**src/design/assert_macros.svh**
```systemverilog
// Assertion macros shared by the render state dirty cache modules.
`ifndef ASSERT_MACROS_SVH
`define ASSERT_MACROS_SVH

// Same-cycle implication, disabled while reset is asserted.
`define ASSERT_IMP(label, clk, rst_n, ante, cons) \
    label: assert property (@(posedge clk) disable iff (!rst_n) (ante) |-> (cons)) \
        else $error("assertion failed: same-cycle implication");

// Next-cycle implication, disabled while reset is asserted.
`define ASSERT_NXT(label, clk, rst_n, ante, cons) \
    label: assert property (@(posedge clk) disable iff (!rst_n) (ante) |=> (cons)) \
        else $error("assertion failed: next-cycle implication");

`endif

```
**src/design/rdsc_pkg.sv**
```systemverilog
// Types and constants shared by the render state dirty cache.
package rdsc_pkg;

    localparam int STATE_TYPES    = 32;
    localparam int TYPE_BITS      = 5;
    localparam int HANDLE_IN_BITS = 32;
    localparam int COUNT_BITS     = 6;
    localparam int CMD_BITS       = 3;
    localparam int KIND_BITS      = 3;

    typedef enum logic [CMD_BITS-1:0] {
        CMD_BIND      = 3'd0,
        CMD_RESET_ONE = 3'd1,
        CMD_RESET_ALL = 3'd2,
        CMD_FLUSH     = 3'd3,
        CMD_LOAD      = 3'd4
    } t_cmd;

    typedef enum logic [KIND_BITS-1:0] {
        KIND_BIND_ACK      = 3'd0,
        KIND_RESET_ACK     = 3'd1,
        KIND_RESET_ALL_ACK = 3'd2,
        KIND_FLUSH_ENTRY   = 3'd3,
        KIND_FLUSH_EMPTY   = 3'd4,
        KIND_LOAD_ACK      = 3'd5
    } t_kind;

    // Source of the pair memory read address.
    typedef enum logic [1:0] {
        RD_TYPE,
        RD_WALK,
        RD_LIST
    } t_rd_src;

    typedef enum logic [3:0] {
        S_IDLE,
        S_RD,
        S_CMP,
        S_LOAD,
        S_RALL,
        S_RALL_ACK,
        S_FL_RD,
        S_FL_OUT,
        S_FL_EMPTY
    } t_state;

    // Controller to datapath.
    typedef struct packed {
        logic                 load_in;
        logic                 rd_en;
        t_rd_src              rd_src;
        logic [TYPE_BITS-1:0] walk_idx;
        logic                 cmp_en;
        logic                 use_default;
        logic                 load_wr;
        logic                 flush_clear;
        logic                 list_clear;
        logic                 emit;
        t_kind                kind;
        logic                 emit_last;
    } t_dp_cmd;

    // Datapath to controller.
    typedef struct packed {
        logic                  out_free;
        logic [COUNT_BITS-1:0] list_cnt;
    } t_dp_sts;

endpackage

```
**src/design/rdsc_ctrl.sv**
```systemverilog
// Command sequencer of the render state dirty cache.
`include "assert_macros.svh"

module rdsc_ctrl (
    input  logic                         i_clk,
    input  logic                         i_rst_n,
    input  logic                         i_in_valid,
    output logic                         o_in_ready,
    input  logic [rdsc_pkg::CMD_BITS-1:0] i_in_cmd,
    output rdsc_pkg::t_dp_cmd            o_cmd,
    input  rdsc_pkg::t_dp_sts            i_sts
);
    import rdsc_pkg::*;

    t_state                r_state, n_state;
    logic [COUNT_BITS-1:0] r_idx, n_idx;
    logic                  r_use_def, n_use_def;
    logic                  w_flush_last;

    assign w_flush_last = (r_idx + COUNT_BITS'(1)) == i_sts.list_cnt;

    always_ff @(posedge i_clk) begin
        if (!i_rst_n) begin
            r_state   <= S_IDLE;
            r_idx     <= '0;
            r_use_def <= 1'b0;
        end else begin
            r_state   <= n_state;
            r_idx     <= n_idx;
            r_use_def <= n_use_def;
        end
    end

    always_comb begin
        n_state    = r_state;
        n_idx      = r_idx;
        n_use_def  = r_use_def;
        o_in_ready = 1'b0;
        o_cmd      = '0;
        o_cmd.walk_idx = r_idx[TYPE_BITS-1:0];

        unique case (r_state)
            S_IDLE: begin
                // no transfer while reset is held
                o_in_ready = i_rst_n;
                if (i_in_valid && i_rst_n) begin
                    o_cmd.load_in = 1'b1;
                    n_idx         = '0;
                    unique case (i_in_cmd)
                        CMD_BIND: begin
                            n_use_def = 1'b0;
                            n_state   = S_RD;
                        end
                        CMD_RESET_ONE: begin
                            n_use_def = 1'b1;
                            n_state   = S_RD;
                        end
                        CMD_RESET_ALL: n_state = S_RALL;
                        CMD_FLUSH: begin
                            n_state = (i_sts.list_cnt == '0) ? S_FL_EMPTY : S_FL_RD;
                        end
                        CMD_LOAD: n_state = S_LOAD;
                        default: n_state = S_IDLE;
                    endcase
                end
            end
            S_RD: begin
                o_cmd.rd_en  = 1'b1;
                o_cmd.rd_src = RD_TYPE;
                n_state      = S_CMP;
            end
            S_CMP: begin
                if (i_sts.out_free) begin
                    o_cmd.cmp_en      = 1'b1;
                    o_cmd.use_default = r_use_def;
                    o_cmd.emit        = 1'b1;
                    o_cmd.kind        = r_use_def ? KIND_RESET_ACK : KIND_BIND_ACK;
                    n_state           = S_IDLE;
                end
            end
            S_LOAD: begin
                if (i_sts.out_free) begin
                    o_cmd.load_wr = 1'b1;
                    o_cmd.emit    = 1'b1;
                    o_cmd.kind    = KIND_LOAD_ACK;
                    n_state       = S_IDLE;
                end
            end
            S_RALL: begin
                // read type r_idx while comparing type r_idx-1
                o_cmd.rd_en       = (r_idx != COUNT_BITS'(STATE_TYPES));
                o_cmd.rd_src      = RD_WALK;
                o_cmd.cmp_en      = (r_idx != '0);
                o_cmd.use_default = 1'b1;
                n_idx             = r_idx + COUNT_BITS'(1);
                if (r_idx == COUNT_BITS'(STATE_TYPES)) begin
                    n_state = S_RALL_ACK;
                end
            end
            S_RALL_ACK: begin
                if (i_sts.out_free) begin
                    o_cmd.emit = 1'b1;
                    o_cmd.kind = KIND_RESET_ALL_ACK;
                    n_state    = S_IDLE;
                end
            end
            S_FL_RD: begin
                o_cmd.rd_en       = 1'b1;
                o_cmd.rd_src      = RD_LIST;
                o_cmd.flush_clear = 1'b1;
                n_state           = S_FL_OUT;
            end
            S_FL_OUT: begin
                if (i_sts.out_free) begin
                    o_cmd.emit      = 1'b1;
                    o_cmd.kind      = KIND_FLUSH_ENTRY;
                    o_cmd.emit_last = w_flush_last;
                    if (w_flush_last) begin
                        o_cmd.list_clear = 1'b1;
                        n_state          = S_IDLE;
                    end else begin
                        n_idx   = r_idx + COUNT_BITS'(1);
                        n_state = S_FL_RD;
                    end
                end
            end
            S_FL_EMPTY: begin
                if (i_sts.out_free) begin
                    o_cmd.emit = 1'b1;
                    o_cmd.kind = KIND_FLUSH_EMPTY;
                    n_state    = S_IDLE;
                end
            end
            default: n_state = S_IDLE;
        endcase
    end

    `ASSERT_IMP(a_emit_needs_free, i_clk, i_rst_n, o_cmd.emit, i_sts.out_free)
    `ASSERT_IMP(a_walk_bound, i_clk, i_rst_n, r_state == S_RALL, r_idx <= COUNT_BITS'(STATE_TYPES))
    `ASSERT_IMP(a_no_wr_clash, i_clk, i_rst_n, o_cmd.load_wr, !o_cmd.cmp_en)
    `ASSERT_NXT(a_flush_done, i_clk, i_rst_n, o_cmd.list_clear, r_state == S_IDLE)

endmodule

```
**config.mk**
```make
export PLATFORM = sky130hd
export DESIGN_NAME = rdsc_ctrl
export DESIGN_NICKNAME = d
export VERILOG_FILES = /design/src/design/rdsc_pkg.sv /design/src/design/rdsc_ctrl.sv
export VERILOG_INCLUDE_DIRS = /design/src /design/src/design
export SDC_FILE = /design/constraint.sdc
export NUM_CORES = 1
export LEC_CHECK = 0
export BUFFER_PORTS_ARGS = -buffer_cell sky130_fd_sc_hd__buf_2
export CORE_ASPECT_RATIO = 1.25
export CORE_UTILIZATION = 55
export CTS_CLUSTER_SIZE = 28
export DETAILED_ROUTE_END_ITERATION = 12
export PLACE_DENSITY_LB_ADDON = 0.12
export SLEW_MARGIN = 20
export SYNTH_ARGS = -nofsm -noshare
export SYNTH_HDL_FRONTEND = slang
export SYNTH_SLANG_ARGS = --single-unit
```
**constraint.sdc**
```tcl
create_clock -name i_clk -period 6.38 [get_ports i_clk]
set_input_delay 0.319 -clock i_clk [delete_from_list [all_inputs] [get_ports i_clk]]
set_output_delay 0.319 -clock i_clk [all_outputs]
set_load 0.005 [all_outputs]
```
# Yosys cells after proc, flatten, opt, wreduce, memory -nomap -nowiden
# Cells that the tools add are included.
[word_totals]
output_inout_bits = 20
elab_cells = 68
in_bits = 13
reg_bits = 11
[op_classes]
eq_ne = 20
n_reduce_logical = 12
add_sub_neg = 1
muxes = 32
[op_table]
columns = ["op", "count"]
rows = [
  ["4-bit two-way mux", 9],
  ["6-bit two-way mux", 4],
  ["4-bit case mux with 6 select lines", 1],
  ["4-bit case mux with 5 select lines", 1],
  ["6-bit case mux with 3 select lines", 1],
  ["4-bit by 3-bit equality test with 1-bit output (second input constant)", 4],
  ["4-bit case mux with 4 select lines", 1],
  ["1-bit two-way mux", 10],
  ["3-bit case mux with 3 select lines", 1],
  ["4-bit by 2-bit equality test with 1-bit output (second input constant)", 2],
  ["2-bit != test (second input constant)", 4],
  ["4-bit AND reduction", 2],
  ["6-bit by 1-bit adder with 6-bit output (second input constant)", 1],
  ["3-bit by 2-bit equality test with 1-bit output (second input constant)", 2],
  ["6-bit equality test", 1],
  ["6-bit equality test (second input constant)", 1],
  ["6-bit logical NOT", 1],
  ["6-bit != test (second input constant)", 1],
  ["6-bit nonzero test", 1],
  ["4-bit by 1-bit equality test with 1-bit output (second input constant)", 1],
  ["4-bit equality test (second input constant)", 1],
  ["4-bit logical NOT", 1],
  ["2-bit case mux with 2 select lines", 1],
  ["4-bit OR reduction", 1],
  ["12 further kinds", 12],
]

# Longest topological paths before layout
[logic_depth]
ltp_word = 5
depth_mapped = 8
ltp_nobuf = 8

# Least setup slack after synthesis
# Ideal clock, no wire load.
[synth_timing]
path_type = "flip-flop to flip-flop"
start = "reg r_idx[0]"
end = "reg r_state[1]"
path_buffers = 0
arrival_ns = 1.915
path_slack_ns = 4.349
required_time_ns = 6.264
period_less_slack_ns = 2.031
path_stages_with_launch = 9
setup_time_ns = 0.116
cell_sequence = "dfxtp_1 > inv_1 > ha_1 > nor4b_4 > nand2_1 > a222oi_1 > nor2_2 > a22o_1 > a41o_1"
[synth_via]
elab_chain_cells = 5
word_cells_on_any_way = 8
classes_between = "1 x add/sub; 3 x eq/ne; 3 x mux; 1 x reduce/logical"
[synth_rtl]
columns = ["element", "line_no", "text"]
rows = [
  ["start, declared", "rdsc_ctrl.sv:16", "logic [COUNT_BITS-1:0] r_idx, n_idx;"],
  ["start signal, assigned", "rdsc_ctrl.sv:29", "r_idx <= n_idx;"],
  ["6-bit by 1-bit adder with 6-bit output", "rdsc_ctrl.sv:20", "assign w_flush_last = (r_idx + COUNT_BITS'(1)) == i_sts.list_cnt;"],
  ["6-bit equality test", "rdsc_ctrl.sv:20", ""],
  ["3-bit two-way mux", "rdsc_ctrl.sv:118", "if (w_flush_last) begin"],
  ["4-bit two-way mux", "rdsc_ctrl.sv:114", "if (i_sts.out_free) begin"],
  ["4-bit case mux with 6 select lines", "rdsc_ctrl.sv:42", "unique case (r_state)"],
  ["end signal, assigned", "rdsc_ctrl.sv:28", "r_state <= n_state;"],
  ["end, declared", "rdsc_ctrl.sv:15", "t_state r_state, n_state;"],
]
# Several ways; a longest one is shown, not always the timed one. The select of a mux whose other input is x is not followed.
# A chain may end at the register's enable or synchronous reset.

==> flow_results.xml <==
<?xml version="1.0" encoding="UTF-8"?>
<metrics>
  <group name="outcome">
    <metric name="result_of_the_run" unit="">finished, violations left</metric>
    <metric name="violations" unit="">design-rule violations</metric>
  </group>
  <group name="sta">
    <metric name="worstMarginPinSlew" unit="ps">774</metric>
    <metric name="slew-limit-headroom" unit="">0.484</metric>
    <metric name="final_max_slew_violation_count" unit="">0</metric>
    <metric name="fin_crit_sh" unit="">0.381</metric>
    <metric name="achievable-frequency" unit="GHz">0.411</metric>
    <metric name="final_hold_viol_count" unit="">0</metric>
    <metric name="grt_setup_unrepaired" unit="">no</metric>
    <metric name="setup_total_negative_slack" unit="ps">0</metric>
    <metric name="worst_slack" unit="ps">3950</metric>
    <metric name="skew" unit="ps">7.70</metric>
    <metric name="period_minus_slack" unit="ps">2430</metric>
    <metric name="final.hold.worst_slack" unit="ps">373</metric>
    <metric name="setup_viol_count_final" unit="">0</metric>
  </group>
  <group name="placed_design">
    <metric name="place.port_buffers" unit="">32</metric>
    <metric name="place.detailed.hpwl" unit="um">2250</metric>
    <metric name="placedInstanceArea" unit="mm^2">0.00122</metric>
    <metric name="preCtsSetupSlack" unit="ps">4060</metric>
    <metric name="finalWeightedCongestion" unit="">0.836</metric>
  </group>
  <group name="power_and_ir_drop">
    <metric name="internal_power" unit="uW">190</metric>
    <metric name="peak_ir_drop_on_the_vdd_network" unit="V">0.000154</metric>
    <metric name="share_of_power_burned_in_combinational_logic" unit="">0.517</metric>
    <metric name="p_clk_frac" unit="">0.142</metric>
    <metric name="power_switching" unit="uW">163</metric>
    <metric name="total_leakage_power" unit="uW">0.000580</metric>
    <metric name="power.density_cell_area" unit="mW/mm^2">283</metric>
    <metric name="switching_share" unit="">0.462</metric>
    <metric name="p_seq_frac" unit="">0.341</metric>
  </group>
  <group name="setup_path">
    <metric name="critPathCaptureType" unit="">output port</metric>
    <metric name="cells_along_the_critical_path" unit="">ha_1 -&gt; xor2_1 -&gt; o2111ai_1 -&gt; o21a_1 -&gt; o2111a_1 -&gt; and3_1 -&gt; buf_2</metric>
    <metric name="reg2reg_depth" unit="">5</metric>
    <metric name="cp_num_buf_inv" unit="">1</metric>
    <metric name="worst_r2r_startpoint" unit="">r_state[1]</metric>
    <metric name="critical_path_required" unit="ps">6060</metric>
    <metric name="setup.worst_path.start_class" unit="">flop</metric>
    <metric name="worstPathArrival" unit="ps">2110</metric>
    <metric name="timing.setup.critical_path_class" unit="">flop to output port</metric>
    <metric name="crit-reg2reg-capture" unit="">r_state[1]</metric>
    <metric name="cell_family_with_most_cp_delay" unit="">compound AO/OA/AOI/OAI gates</metric>
    <metric name="slowest_delay" unit="ps">480</metric>
    <metric name="timing.critical_path.fanout_max" unit="">8</metric>
    <metric name="cp_slowest_cell" unit="">dfxtp_1</metric>
    <metric name="crit_cells" unit="">7</metric>
    <metric name="regToRegSetupSlack" unit="ps">3990</metric>
  </group>
  <group name="routing">
    <metric name="drt-vias-per-instance" unit="">6.22</metric>
    <metric name="post-route-drc-count" unit="">2</metric>
    <metric name="first_pass_iters" unit="">8</metric>
    <metric name="routed_wl" unit="um">2850</metric>
    <metric name="avgRoutedWirePerCell" unit="um">14.9</metric>
    <metric name="vias" unit="">1188</metric>
    <metric name="number_of_nets_with_antenna_violations_after_detailed_routing" unit="">0</metric>
    <metric name="drt_iter0_drc" unit="">38</metric>
  </group>
  <group name="floorplan">
    <metric name="placement_rows" unit="">18</metric>
    <metric name="die_area" unit="mm^2">0.00234</metric>
    <metric name="initial_core_util" unit="">0.590</metric>
    <metric name="ioPinCount" unit="">33</metric>
    <metric name="core" unit="mm^2">0.00200</metric>
    <metric name="die_width" unit="um">43.5</metric>
    <metric name="die_height" unit="um">53.8</metric>
  </group>
  <group name="synthesis">
    <metric name="syn_inst" unit="">151</metric>
    <metric name="netlist-cell-type-count" unit="">53</metric>
    <metric name="synth_flop_cell" unit="">dfxtp_1</metric>
    <metric name="synth.cell_area" unit="mm^2">0.00118</metric>
    <metric name="synth.yosys.warnings" unit="">0</metric>
    <metric name="syn_area_per_cell" unit="um^2">7.83</metric>
    <metric name="ys_ff_latch" unit="">11</metric>
    <metric name="synth-edff-count" unit="">0</metric>
    <metric name="synth_nets" unit="">166</metric>
    <metric name="synth-async-reset-ratio" unit="">0</metric>
    <metric name="register_area_share_after_synthesis" unit="">0.186</metric>
  </group>
  <group name="grt">
    <metric name="grtUsageMet2" unit="">0.533</metric>
    <metric name="antenna_found_initial" unit="">0</metric>
    <metric name="met3_usage" unit="">0.0268</metric>
    <metric name="grt_pass1_vias" unit="">1079</metric>
    <metric name="grt_first_pass_wirelength" unit="um">4610</metric>
    <metric name="grt_start_max_net_pins" unit="">24</metric>
    <metric name="grt_peak_use_layer" unit="">met2</metric>
    <metric name="gr_overflow_total" unit="">0</metric>
    <metric name="globalRouteTotalUtil" unit="">0.259</metric>
    <metric name="gr-usage-met1" unit="">0.273</metric>
  </group>
  <group name="cts">
    <metric name="clk_pin_slew" unit="ps">80</metric>
    <metric name="max-clock-path-buffers" unit="">2</metric>
    <metric name="clock_sink_count" unit="">11</metric>
    <metric name="cts_root_cell" unit="">clkbuf_4</metric>
    <metric name="cts_htree_levels" unit="">1</metric>
    <metric name="insertion_delay" unit="ps">270</metric>
    <metric name="tritoncts_clock_tree" unit="">yes</metric>
    <metric name="cts_setup_buffers" unit="">0</metric>
    <metric name="post_cts_resized" unit="">0</metric>
    <metric name="cts_hold_buf" unit="">0</metric>
    <metric name="tritoncts.num_buffers" unit="">3</metric>
  </group>
  <group name="flow_run">
    <metric name="max_cap_viol_count" unit="">0</metric>
  </group>
  <group name="hold_path">
    <metric name="holdCritPathClass" unit="">input port to flop</metric>
    <metric name="hold_path.startpoint" unit="">i_in_cmd[0]</metric>
    <metric name="min_delay_path_depth" unit="">3</metric>
    <metric name="hold_path_end" unit="">r_use_def</metric>
  </group>
  <group name="cells_and_area">
    <metric name="post-route-util" unit="">0.624</metric>
    <metric name="drive_gt1_frac" unit="">0.246</metric>
    <metric name="fill_cells" unit="">202</metric>
    <metric name="layout-area-overhead-vs-synth" unit="%">5.71</metric>
    <metric name="postLayoutCellArea" unit="mm^2">0.00125</metric>
    <metric name="insertedDiodeCount" unit="">0</metric>
    <metric name="total_area_of_multi_input_combinational_cells" unit="um^2">788</metric>
    <metric name="final-seq-area" unit="um^2">220</metric>
    <metric name="fin_nets" unit="">187</metric>
  </group>
</metrics>
==> final cells by class <==
type,instances,share of cell area
multi-input combinational,116,0.631
timing repair buffer,32,0.128
inverter,8,0.0240
clock buffer,4,0.0210
tap,20,0.0200
sequential,11,0.176
==> through the flow <==
stage	power, uW	std cells
final	353	191
after global routing	380	191
after floorplan	271	151
after detailed placement	302	187
after global placement	298	187
after CTS	352	191
==> sequential cells by signal, summed over array words and instances (netlist names) <==
name and flops:
r_use_def 1, r_state 4, r_idx 6
==> cell families after synthesis <==
group           synth area share
fa+ha+maj                 0.0212
mux                       0.0339
compound gates             0.231
flops                      0.186
buf+inv                    0.147
xor+xnor                  0.0593
simple gates               0.322
==> worst min-delay path, delay by kind of cell <==
| kind | cells | cell delay [ps] |
|---|---|---|
| AND/OR/NAND/NOR | 1 | 90 |
| multiplexers | 1 | 70 |
| buffers and inverters | 1 | 130 |
==> Yosys cell counts (2+ instances only) <==
library cell | n | area share
a211oi_1 | 3 | 0.019
a21boi_0 | 2 | 0.013
a21oi_1 | 6 | 0.025
and2_1 | 3 | 0.016
and3_1 | 4 | 0.021
buf_4 | 8 | 0.051
buf_6 | 3 | 0.029
clkbuf_8 | 3 | 0.035
dfxtp_1 | 11 | 0.19
ha_1 | 2 | 0.021
inv_1 | 8 | 0.025
mux2i_1 | 4 | 0.034
nand2_1 | 13 | 0.041
nand3_1 | 7 | 0.030
nand3b_1 | 2 | 0.013
nand4_1 | 2 | 0.011
nor2_1 | 20 | 0.063
nor3_1 | 3 | 0.013
o2111a_1 | 2 | 0.019
o21ai_0 | 2 | 0.0085
o31ai_1 | 3 | 0.019
o32ai_1 | 3 | 0.022
xnor2_1 | 4 | 0.030
xor2_1 | 4 | 0.030
==> cells in the final DEF, fill, tap and decap left out, types with 2 or more instances in the layout <==
master and n:
nand3_1 7, o2111a_1 2, nor3_1 3, o32ai_1 3
inv_1 8, a211oi_1 3, xor2_1 4, nor2_1 20
nand2_1 13, and2_1 3, and3_1 4, mux2i_1 4
dfxtp_1 11, ha_1 2, a21boi_0 2, buf_2 32
o31ai_1 3, nand4_1 2, nand3b_1 2, a21oi_1 6
o21ai_0 2, clkbuf_4 3, xnor2_1 4
==> worst max-delay path by stage <==
stage | from | endpoint | slack, ps
2_1_floorplan | r_idx[0] | r_state[1] | 4350
3_3_place_gp | r_state[0] | r_state[1] | 4130
3_5_place_dp | r_state[0] | r_state[1] | 4060
4_1_cts | r_idx[0] | o_cmd[0] | 3950
5_1_grt | r_idx[0] | o_cmd[5] | 3810
6_report | r_idx[0] | o_cmd[0] | 3950
==> power by group through the flow <==
| stage | clock network (uW) | logic, uW | registers (uW) |
|---|---|---|---|
| after global routing | 53.3 | 201 | 125 |
| after global placement | 0 | 177 | 121 |
| after floorplan | 0 | 178 | 92.8 |
| final | 50.0 | 183 | 121 |
| after CTS | 50.9 | 182 | 120 |
| after detailed placement | 0 | 181 | 121 |
==> routing by layer <==
layer / up-vias / part of all wire
met1: 569 / 0.41
li1: 584 / -
met3: 6 / 0.038
met2: 29 / 0.54
met4: 0 / 0.013
met5: - / 0
Note: power is estimated with default switching activity, not from simulation.
