File: src/design/assert_macros.svh
// Assertion macros shared by the render state dirty cache modules.
`ifndef ASSERT_MACROS_SVH
`define ASSERT_MACROS_SVH

// Same-cycle implication, disabled while reset is asserted.
`define ASSERT_IMP(label, clk, rst_n, ante, cons) \
    label: assert property (@(posedge clk) disable iff (!rst_n) (ante) |-> (cons)) \
        else $error("assertion failed: same-cycle implication");

// Next-cycle implication, disabled while reset is asserted.
`define ASSERT_NXT(label, clk, rst_n, ante, cons) \
    label: assert property (@(posedge clk) disable iff (!rst_n) (ante) |=> (cons)) \
        else $error("assertion failed: next-cycle implication");

`endif

File: src/design/rdsc_pkg.sv
// Types and constants shared by the render state dirty cache.
package rdsc_pkg;

    localparam int STATE_TYPES    = 32;
    localparam int TYPE_BITS      = 5;
    localparam int HANDLE_IN_BITS = 32;
    localparam int COUNT_BITS     = 6;
    localparam int CMD_BITS       = 3;
    localparam int KIND_BITS      = 3;

    typedef enum logic [CMD_BITS-1:0] {
        CMD_BIND      = 3'd0,
        CMD_RESET_ONE = 3'd1,
        CMD_RESET_ALL = 3'd2,
        CMD_FLUSH     = 3'd3,
        CMD_LOAD      = 3'd4
    } t_cmd;

    typedef enum logic [KIND_BITS-1:0] {
        KIND_BIND_ACK      = 3'd0,
        KIND_RESET_ACK     = 3'd1,
        KIND_RESET_ALL_ACK = 3'd2,
        KIND_FLUSH_ENTRY   = 3'd3,
        KIND_FLUSH_EMPTY   = 3'd4,
        KIND_LOAD_ACK      = 3'd5
    } t_kind;

    // Source of the pair memory read address.
    typedef enum logic [1:0] {
        RD_TYPE,
        RD_WALK,
        RD_LIST
    } t_rd_src;

    typedef enum logic [3:0] {
        S_IDLE,
        S_RD,
        S_CMP,
        S_LOAD,
        S_RALL,
        S_RALL_ACK,
        S_FL_RD,
        S_FL_OUT,
        S_FL_EMPTY
    } t_state;

    // Controller to datapath.
    typedef struct packed {
        logic                 load_in;
        logic                 rd_en;
        t_rd_src              rd_src;
        logic [TYPE_BITS-1:0] walk_idx;
        logic                 cmp_en;
        logic                 use_default;
        logic                 load_wr;
        logic                 flush_clear;
        logic                 list_clear;
        logic                 emit;
        t_kind                kind;
        logic                 emit_last;
    } t_dp_cmd;

    // Datapath to controller.
    typedef struct packed {
        logic                  out_free;
        logic [COUNT_BITS-1:0] list_cnt;
    } t_dp_sts;

endpackage

File: src/design/rdsc_dpath.sv
// Pair memories, dirty tracking and result register of the render state dirty cache.
`include "assert_macros.svh"

module rdsc_dpath #(
    parameter int HANDLE_BITS = 32
) (
    input  logic                               i_clk,
    input  logic                               i_rst_n,
    input  rdsc_pkg::t_dp_cmd                  i_cmd,
    output rdsc_pkg::t_dp_sts                  o_sts,
    input  logic [rdsc_pkg::TYPE_BITS-1:0]      i_state_type,
    input  logic [rdsc_pkg::HANDLE_IN_BITS-1:0] i_command_handle,
    input  logic [rdsc_pkg::HANDLE_IN_BITS-1:0] i_data_handle,
    input  logic                               i_out_ready,
    output logic                               o_out_valid,
    output logic [rdsc_pkg::KIND_BITS-1:0]      o_kind,
    output logic                               o_changed,
    output logic [rdsc_pkg::COUNT_BITS-1:0]     o_count,
    output logic [rdsc_pkg::TYPE_BITS-1:0]      o_flushed_type,
    output logic [rdsc_pkg::HANDLE_IN_BITS-1:0] o_flushed_command,
    output logic [rdsc_pkg::HANDLE_IN_BITS-1:0] o_flushed_data,
    output logic                               o_last
);
    import rdsc_pkg::*;

    localparam int PairBits = 2 * HANDLE_BITS;
    localparam int CopyBits = (HANDLE_BITS < HANDLE_IN_BITS) ? HANDLE_BITS : HANDLE_IN_BITS;

    // latched command payload
    logic [TYPE_BITS-1:0]      r_type;
    logic [HANDLE_IN_BITS-1:0] r_in_cmd;
    logic [HANDLE_IN_BITS-1:0] r_in_dat;

    // pair memories, registered read
    logic [PairBits-1:0]  r_cur_mem [STATE_TYPES];
    logic [PairBits-1:0]  r_def_mem [STATE_TYPES];
    logic [PairBits-1:0]  r_cur_rd;
    logic [PairBits-1:0]  r_def_rd;
    logic [TYPE_BITS-1:0] r_rd_type;

    // dirty tracking
    logic [STATE_TYPES-1:0] r_dirty;
    logic [TYPE_BITS-1:0]   r_list [STATE_TYPES];
    logic [COUNT_BITS-1:0]  r_list_cnt;
    logic [COUNT_BITS-1:0]  r_chg_cnt;

    // result register
    logic                      r_out_valid;
    logic [KIND_BITS-1:0]      r_o_kind;
    logic                      r_o_changed;
    logic [COUNT_BITS-1:0]     r_o_count;
    logic [TYPE_BITS-1:0]      r_o_type;
    logic [HANDLE_IN_BITS-1:0] r_o_cmd;
    logic [HANDLE_IN_BITS-1:0] r_o_dat;
    logic                      r_o_last;
    logic                      n_o_changed;
    logic [COUNT_BITS-1:0]     n_o_count;
    logic [TYPE_BITS-1:0]      n_o_type;
    logic [HANDLE_IN_BITS-1:0] n_o_cmd;
    logic [HANDLE_IN_BITS-1:0] n_o_dat;
    logic                      n_o_last;

    logic [HANDLE_BITS-1:0]    w_in_cmd_h;
    logic [HANDLE_BITS-1:0]    w_in_dat_h;
    logic [PairBits-1:0]       w_in_pair;
    logic [PairBits-1:0]       w_new_pair;
    logic                      w_diff;
    logic                      w_chg;
    logic                      w_append;
    logic [TYPE_BITS-1:0]      w_list_type;
    logic [TYPE_BITS-1:0]      w_rd_addr;
    logic                      w_cur_we;
    logic [TYPE_BITS-1:0]      w_wr_addr;
    logic [PairBits-1:0]       w_wr_data;
    logic [HANDLE_IN_BITS-1:0] w_fl_cmd;
    logic [HANDLE_IN_BITS-1:0] w_fl_dat;

    // handles masked or zero-extended to the stored width
    always_comb begin
        w_in_cmd_h = '0;
        w_in_dat_h = '0;
        w_in_cmd_h[CopyBits-1:0] = r_in_cmd[CopyBits-1:0];
        w_in_dat_h[CopyBits-1:0] = r_in_dat[CopyBits-1:0];
        w_fl_cmd = '0;
        w_fl_dat = '0;
        w_fl_cmd[CopyBits-1:0] = r_cur_rd[HANDLE_BITS +: CopyBits];
        w_fl_dat[CopyBits-1:0] = r_cur_rd[CopyBits-1:0];
    end

    assign w_in_pair   = {w_in_cmd_h, w_in_dat_h};
    assign w_new_pair  = i_cmd.use_default ? r_def_rd : w_in_pair;
    assign w_diff      = (w_new_pair != r_cur_rd);
    assign w_chg       = i_cmd.cmp_en && w_diff;
    assign w_append    = w_chg && !r_dirty[r_rd_type];
    assign w_list_type = r_list[i_cmd.walk_idx];

    always_comb begin
        case (i_cmd.rd_src)
            RD_WALK: w_rd_addr = i_cmd.walk_idx;
            RD_LIST: w_rd_addr = w_list_type;
            default: w_rd_addr = r_type;
        endcase
    end

    assign w_cur_we  = w_chg || i_cmd.load_wr;
    assign w_wr_addr = i_cmd.load_wr ? r_type : r_rd_type;
    assign w_wr_data = i_cmd.load_wr ? w_in_pair : w_new_pair;

    always_ff @(posedge i_clk) begin
        if (i_cmd.load_in) begin
            r_type   <= i_state_type;
            r_in_cmd <= i_command_handle;
            r_in_dat <= i_data_handle;
        end
    end

    always_ff @(posedge i_clk) begin
        if (w_cur_we) begin
            r_cur_mem[w_wr_addr] <= w_wr_data;
        end
        if (i_cmd.rd_en) begin
            r_cur_rd <= r_cur_mem[w_rd_addr];
        end
    end

    always_ff @(posedge i_clk) begin
        if (i_cmd.load_wr) begin
            r_def_mem[r_type] <= w_in_pair;
        end
        if (i_cmd.rd_en) begin
            r_def_rd  <= r_def_mem[w_rd_addr];
            r_rd_type <= w_rd_addr;
        end
    end

    always_ff @(posedge i_clk) begin
        if (!i_rst_n) begin
            r_dirty    <= '1;
            r_list_cnt <= COUNT_BITS'(STATE_TYPES);
            r_chg_cnt  <= '0;
            for (int i = 0; i < STATE_TYPES; i++) begin
                r_list[i] <= TYPE_BITS'(i);
            end
        end else begin
            if (i_cmd.load_in) begin
                r_chg_cnt <= '0;
            end else if (w_chg) begin
                r_chg_cnt <= r_chg_cnt + COUNT_BITS'(1);
            end
            if (w_append) begin
                r_dirty[r_rd_type]                  <= 1'b1;
                r_list[r_list_cnt[TYPE_BITS-1:0]]   <= r_rd_type;
                r_list_cnt                          <= r_list_cnt + COUNT_BITS'(1);
            end
            if (i_cmd.flush_clear) begin
                r_dirty[w_list_type] <= 1'b0;
            end
            if (i_cmd.list_clear) begin
                r_list_cnt <= '0;
            end
        end
    end

    always_ff @(posedge i_clk) begin
        if (!i_rst_n) begin
            r_out_valid <= 1'b0;
        end else if (i_cmd.emit) begin
            r_out_valid <= 1'b1;
        end else if (i_out_ready) begin
            r_out_valid <= 1'b0;
        end
    end

    // fields that do not apply to a result kind stay zero, except last, which is one
    always_comb begin
        n_o_changed = 1'b0;
        n_o_count   = '0;
        n_o_type    = '0;
        n_o_cmd     = '0;
        n_o_dat     = '0;
        n_o_last    = 1'b1;
        case (i_cmd.kind) inside
            KIND_BIND_ACK, KIND_RESET_ACK: n_o_changed = w_diff;
            KIND_RESET_ALL_ACK: n_o_count = r_chg_cnt;
            KIND_FLUSH_ENTRY: begin
                n_o_count = r_list_cnt;
                n_o_type  = r_rd_type;
                n_o_cmd   = w_fl_cmd;
                n_o_dat   = w_fl_dat;
                n_o_last  = i_cmd.emit_last;
            end
            default: ;
        endcase
    end

    always_ff @(posedge i_clk) begin
        if (i_cmd.emit) begin
            r_o_kind    <= i_cmd.kind;
            r_o_changed <= n_o_changed;
            r_o_count   <= n_o_count;
            r_o_type    <= n_o_type;
            r_o_cmd     <= n_o_cmd;
            r_o_dat     <= n_o_dat;
            r_o_last    <= n_o_last;
        end
    end

    assign o_sts.out_free  = !r_out_valid || i_out_ready;
    assign o_sts.list_cnt  = r_list_cnt;

    assign o_out_valid       = r_out_valid;
    assign o_kind            = r_o_kind;
    assign o_changed         = r_o_changed;
    assign o_count           = r_o_count;
    assign o_flushed_type    = r_o_type;
    assign o_flushed_command = r_o_cmd;
    assign o_flushed_data    = r_o_dat;
    assign o_last            = r_o_last;

    `ASSERT_IMP(a_append_room, i_clk, i_rst_n, w_append, r_list_cnt < COUNT_BITS'(STATE_TYPES))
    `ASSERT_NXT(a_clear_empties, i_clk, i_rst_n, i_cmd.list_clear, r_list_cnt == '0)
    `ASSERT_NXT(a_emit_shows, i_clk, i_rst_n, i_cmd.emit, r_out_valid)

endmodule
File: config.mk
export PLATFORM = sky130hd
export DESIGN_NAME = rdsc_dpath
export DESIGN_NICKNAME = d
export VERILOG_FILES = /design/src/design/rdsc_pkg.sv /design/src/design/rdsc_dpath.sv
export VERILOG_INCLUDE_DIRS = /design/src /design/src/design
export SDC_FILE = /design/constraint.sdc
export NUM_CORES = 2
export LEC_CHECK = 0
export BUFFER_PORTS_ARGS = -buffer_cell sky130_fd_sc_hd__buf_4
export CAP_MARGIN = 20
export CORE_AREA = 2 2 671 673
export CTS_CLUSTER_SIZE = 28
export DETAILED_ROUTE_END_ITERATION = 10
export DIE_AREA = 0 0 673 675
export GPL_ROUTABILITY_DRIVEN = 1
export SLEW_MARGIN = 20
export SYNTH_ARGS = -nofsm -noshare
export SYNTH_HDL_FRONTEND = slang
export SYNTH_MEMORY_MAX_BITS = 65536
export SYNTH_SLANG_ARGS = --single-unit
File: constraint.sdc
create_clock -name i_clk -period 5.8 [get_ports i_clk]
set_clock_uncertainty 0.05 [all_clocks]
set_input_delay 0.29 -clock i_clk [delete_from_list [all_inputs] [get_ports i_clk]]
set_output_delay 0.29 -clock i_clk [all_outputs]
set_load 0.01 [all_outputs]
## Word level (Yosys, flattened, before mapping)

Memory sizes are Yosys's and may differ from the RTL's. A register that Yosys moved wholly into a read port is not among the register bits.
Cells that the tools add are included.

- Bits in registers: 199
- Memory bits (writable): 4256
- Memories: 3

- $add $sub $neg: 2
- Order comparisons: 4
- Equality and inequality tests: 6
- Multiplexer cells: 30
- Bitwise operators: 5
- Reductions and logical operators: 16

Memories:

| memory | depth | width | rd ports | clocked after Yosys merged registers in | wr ports | line | text |
|---|---|---|---|---|---|---|---|
| r_cur_mem | 32 | 64 | 1 | 1 | 1 | rdsc_dpath.sv:35 | `logic [PairBits-1:0] r_cur_mem [STATE_TYPES];` |
| r_def_mem | 32 | 64 | 1 | 1 | 1 | rdsc_dpath.sv:36 | `logic [PairBits-1:0] r_def_mem [STATE_TYPES];` |
| r_list | 32 | 5 | 1 | 0 | 32 | rdsc_dpath.sv:43 | `logic [TYPE_BITS-1:0] r_list [STATE_TYPES];` |

Operators with widths:

| cell | count |
|---|---|
| 64-bit 2-to-1 mux | 2 |
| 32-bit 2-to-1 mux | 3 |
| 64-bit != test | 1 |
| 32-bit bitwise AND | 1 |
| 32-bit NOT | 1 |
| 32-bit bitwise OR | 1 |
| 6-bit 2-to-1 mux | 4 |
| 5-bit 2-to-1 mux | 3 |
| 1-bit 2-to-1 mux | 14 |
| 6-bit by 1-bit adder with 6-bit output (second input constant) | 2 |
| 5-bit by 6-bit < comparator with 1-bit output (second input constant) | 2 |
| 1-bit demux with 5-bit select | 2 |
| 5-bit by 1-bit greater-or-equal comparator with 1-bit output (second input constant) | 2 |
| 5-bit one-hot mux with 2 select lines | 1 |
| 3-bit by 2-bit == test with 1-bit output (second input constant) | 2 |
| 2-bit OR reduction | 3 |
| 1-bit binary-select mux with 5-bit select | 1 |
| 5-bit OR reduction | 1 |
| 1-bit logical AND | 4 |
| 2-bit nonzero test | 2 |
| 4-bit OR reduction | 1 |
| 3-bit by 1-bit == test with 1-bit output (second input constant) | 1 |
| 3-bit zero test | 1 |
| 2-bit by 1-bit == test with 1-bit output (second input constant) | 1 |
| 4 further kinds | 7 |

## Logic depth before layout (Yosys ltp)

- Depth after elaboration: 9
- Gate-level depth with buffers: 16
- Mapped depth without buffers: 11

## Worst setup path after synthesis

Ideal clock, no wire load.

- Kind: input to register
- Start: input port i_cmd[8] in the netlist's numbering
- End: memory r_cur_mem[17][0] in the netlist's numbering (enable)
- Library setup time: 0.487 ns
- Arrival: 4.991 ns
- Data required time: 5.263 ns
- Path slack: 0.273 ns
- Stages: 12
- Path buffers: 3
- Path through: clkbuf_1 buf_2 mux2i_1 xnor2_1 nor4_1 nand4_1 nor4_1 nor2b_1 clkbuf_1 nand2b_1 o31a_1 nor2_1

- Word-level cells in the longest chain between the ends: 6

RTL lines:

| element | line | text |
|---|---|---|
| start, declared | rdsc_dpath.sv:9 | `input rdsc_pkg::t_dp_cmd i_cmd,` |
| 64-bit 2-to-1 mux | rdsc_dpath.sv:91 | `assign w_new_pair = i_cmd.use_default ? r_def_rd : w_in_pair;` |
| 64-bit != test | rdsc_dpath.sv:92 | `assign w_diff = (w_new_pair != r_cur_rd);` |
| 1-bit logical AND | rdsc_dpath.sv:93 | `assign w_chg = i_cmd.cmp_en && w_diff;` |
| 1-bit logical OR | rdsc_dpath.sv:105 | `assign w_cur_we = w_chg \|\| i_cmd.load_wr;` |
| 1-bit 2-to-1 mux | rdsc_dpath.sv:118 | `if (w_cur_we) begin` |
| 1-bit 2-to-1 mux (implied by the code) | rdsc_dpath.sv:119 | `r_cur_mem[w_wr_addr] <= w_wr_data;` |
| end, declared | rdsc_dpath.sv:35 |  |

Every way passes these cells.

## Final worst setup path

- Start: memory r_list[3][4]
- End: register r_def_rd[18], read port of r_def_mem (data pin)

- Word-level cells in the longest chain between the ends: 2

RTL lines:

| element | line | text |
|---|---|---|
| start, declared | rdsc_dpath.sv:43 |  |
| memory read 32 x 5 bit | - |  |
| 5-bit one-hot mux with 2 select lines | rdsc_dpath.sv:98 | `case (i_cmd.rd_src)` |
| end, declared | rdsc_dpath.sv:38 | `logic [PairBits-1:0] r_def_rd;` |

Every way passes these cells.
A chain may end at the register's enable or synchronous reset.

==> qor.yml <==
syn_area_um2: 178100
syn_avg_cell_area_um2: 16.87
crit_start: "r_list[3][4]"
worstPathMaxFanout: 36
synth_seq_area_share_pct: 77.04
setup-violations-final: 0
dp_hpwl_um: 314200
worstRegToRegCells: 9
endpoint_kind: "register"
synth_nets: 10650
wl_per_cell_um: 31.16
wirelength_um: 544200
grt_pass1_vias: 100600
drt_iter0_markers: 14330
drv_cap: 0
cts_buffer_depth: 4
vias_per_cell: 5.926
status: "finished clean"
synth_ff_type: "edfxtp_1"
holdBufCountCts: 150
r2r_slack_ns: 1.04
worstMarginPinSlew_ns: 1.182
detail-route-antenna-nets: 0
ctsResizeCount: 0
async_flop_share_pct: 0
syn_inst: 10550
p_leak_nw: 67.77
cts_setup_buffers: 0
rsz0062_at_grt: "no"
cts_htree_levels: 5
grt_pass1_wl_um: 757000
finalSetupTns_ns: 0
areaGrowthSynthToFinish_pct: 16.55
cts-buffers-inserted: 461
start_util_pct: 39.81
hold_violations: 0
period_needed_ns: 4.763
clkLatencyLatePin_ns: 1.05
fmax_mhz: 209.9
whs_ns: 0.06310
routabilityCongestion: 0.8820
grt_max_degree: 183
yosysUniqueCellTypes: 64
power_density_nw_per_um2: 375.3
worst_ir_drop_vdd_v: 0.0002769
n_fill_cell: 37440
cts.sinks: 4583
io_pins: 179
die_area_um2: 454300
cts_tree: "built"
relSlewSlack_pct: 21.20
clockRootBuffer: "clkbuf_16"
core_area_um2: 447200
timing.rr.end: "r_def_rd[18]"
critical_path_class: "reg -> reg"
finalNetCount: 11210
worstHoldPathType: "in -> reg"
clk_pin_slew_worst_paths_ns: 0.06
synth.ff_latch_count: 4583
endpoint: "r_def_rd[18]"
dieHeight_um: 675
slew_violations: 0
fp-row-count: 246
rr_startpoint: "r_list[3][4]"
final.setup.worst_slack_ns: 1.037
via_count: 103500
gr-total-overflow: 0
synth_edf_count: 4538
die_w_um: 673
io_buffers: 178
yosys_warnings: 0
dr.pass1.iters: 6
fin_crit_sh_pct: 82.12
cp.required_ns: 6.37
dp_slack_ns: 0.3628
crit_arrival_ns: 5.33
grt_antenna_before_repair: 45
cp-start-kind: "register"
layout-drive-gt1-share_pct: 15.25
track_usage_pct: 23.28
drc: 0
[sequential cells by signal, indices dropped and copies added (netlist names)]
signal             cells
r_cur_mem           2048
r_def_mem           2048
r_list               160
r_cur_rd              64
r_def_rd              64
o_flushed_command     32
o_flushed_data        32
r_dirty               32
r_in_cmd              32
r_in_dat              32
o_count                6
r_chg_cnt              6
r_list_cnt             6
o_flushed_type         5
r_rd_type              5
r_type                 5
o_kind                 3
o_changed              1
o_last                 1
o_out_valid            1
[worst min path at each step]
stage | start | end | slack, ns | cells past startpoint
5_1_grt | i_data_handle[0] | r_in_dat[0] | 0.05 | 2
6_report | i_data_handle[0] | r_in_dat[0] | 0.06 | 2
2_1_floorplan | i_cmd[1] | o_kind[0] | 0.34 | 0
3_3_place_gp | i_data_handle[7] | r_in_dat[7] | 0.42 | 1
4_1_cts | i_cmd[1] | o_kind[0] | 0.0009 | 2
3_5_place_dp | i_data_handle[7] | r_in_dat[7] | 0.42 | 1
[synth_stat cells, types with 13 or more instances]
cell      number  area, um2
a21oi_1      559       2798
a22oi_1      542       4069
a32oi_1      506       4432
and2_1        75      469.2
buf_1         77      289.0
buf_2        169      845.8
buf_4         30      225.2
clkbuf_1     407       1528
dfxtp_1       45      900.9
edfxtp_1    4538     136300
inv_1         14      52.55
mux2_2        73      822.0
mux2i_1      896       8969
mux4_2       272       6126
nand2_1     1663       6242
nand2b_1      15      93.84
nand4_1      136      850.8
nor2_1       231      867.1
nor2b_1       13      81.33
nor4_1        20      125.1
o21ai_0       71      355.3
xnor2_1       57      499.2
xor2_1        17      148.9
[placed cells by master, fill, tap and decap left out, drive strengths merged, types with 71 or more instances in the layout]
cell,instances
a32oi,506
nor2,235
nand2,1664
clkbuf,546
a22oi,542
mux4,272
mux2,74
and2,76
nand4,136
mux2i,896
clkinv,212
buf,630
edfxtp,4538
o21ai,71
dlygate4sd3,150
a21oi,559
[worst max-delay path: stages, from the launching register on]
cell and delay, ns:
edfxtp_1 0.36, mux4_2 0.54, mux4_2 0.47, mux2_4 0.36, a221o_1 0.67, nand2_2 0.35
nor2_4 0.20, buf_12 0.30, a22oi_1 0.43, nand4_1 0.47
[per-stage QoR]
step                      total power, mW  cell area (um2)  utilization, %  std cells
after global placement              47.60           190200           42.52      16440
after global routing                79.94           207500           46.40      17450
after detailed placement            47.75           190400           42.58      16450
final                               77.89           207500           46.40      17460
after CTS                           78.15           207400           46.38      17450
after floorplan                     43.73           178100               -      10550
[routing by layer]
metal	wire length, um	share of wire, %	vias to the layer above	GRT usage, %
met5	43	0.0079	-	0
met4	23030	4.2	8	9.084
met3	54960	10	1028	4.621
met2	256100	47	5715	37.31
met1	210100	39	53830	31.37
li1	-	-	42900	-
[layout make-up]
cell class | instances | area, um2 | share of cell area (%)
Antenna cell | 13 | 32.53 | 0.01568
Clock buffer | 546 | 12020 | 5.793
Clock inverter | 307 | 3500 | 1.686
Inverter | 17 | 78.83 | 0.03798
Multi-Input combinational cell | 5265 | 38460 | 18.54
Sequential cell | 4583 | 137200 | 66.10
Tap cell | 5952 | 7447 | 3.589
Timing Repair Buffer | 780 | 8806 | 4.243
[power by group]
part / total (mW) / internal, mW / switching [mW]
Sequential: 38.8 / 37.8 / 0.994
Combinational: 8.49 / 2.76 / 5.74
Clock: 30.6 / 17.6 / 13.0
Total: 77.9 / 58.2 / 19.7
[logic make-up (layout without fill, tap and decap cells)]
group / count (synthesis) / count (layout) / share of synthesized area [%]
AO/OA/AOI/OAI: 1728 / 1728 / 6.774
XOR/XNOR: 74 / 74 / 0.3640
adder cells (fa/ha/maj): 7 / 7 / 0.04919
buffers and inverters: 705 / 1650 / 1.689
AND/OR/NAND/NOR: 2214 / 2214 / 5.139
other: 0 / 13 / 0
multiplexers: 1242 / 1242 / 8.947
flip-flops: 4583 / 4583 / 77.04
(Power assumes the default switching activity.)
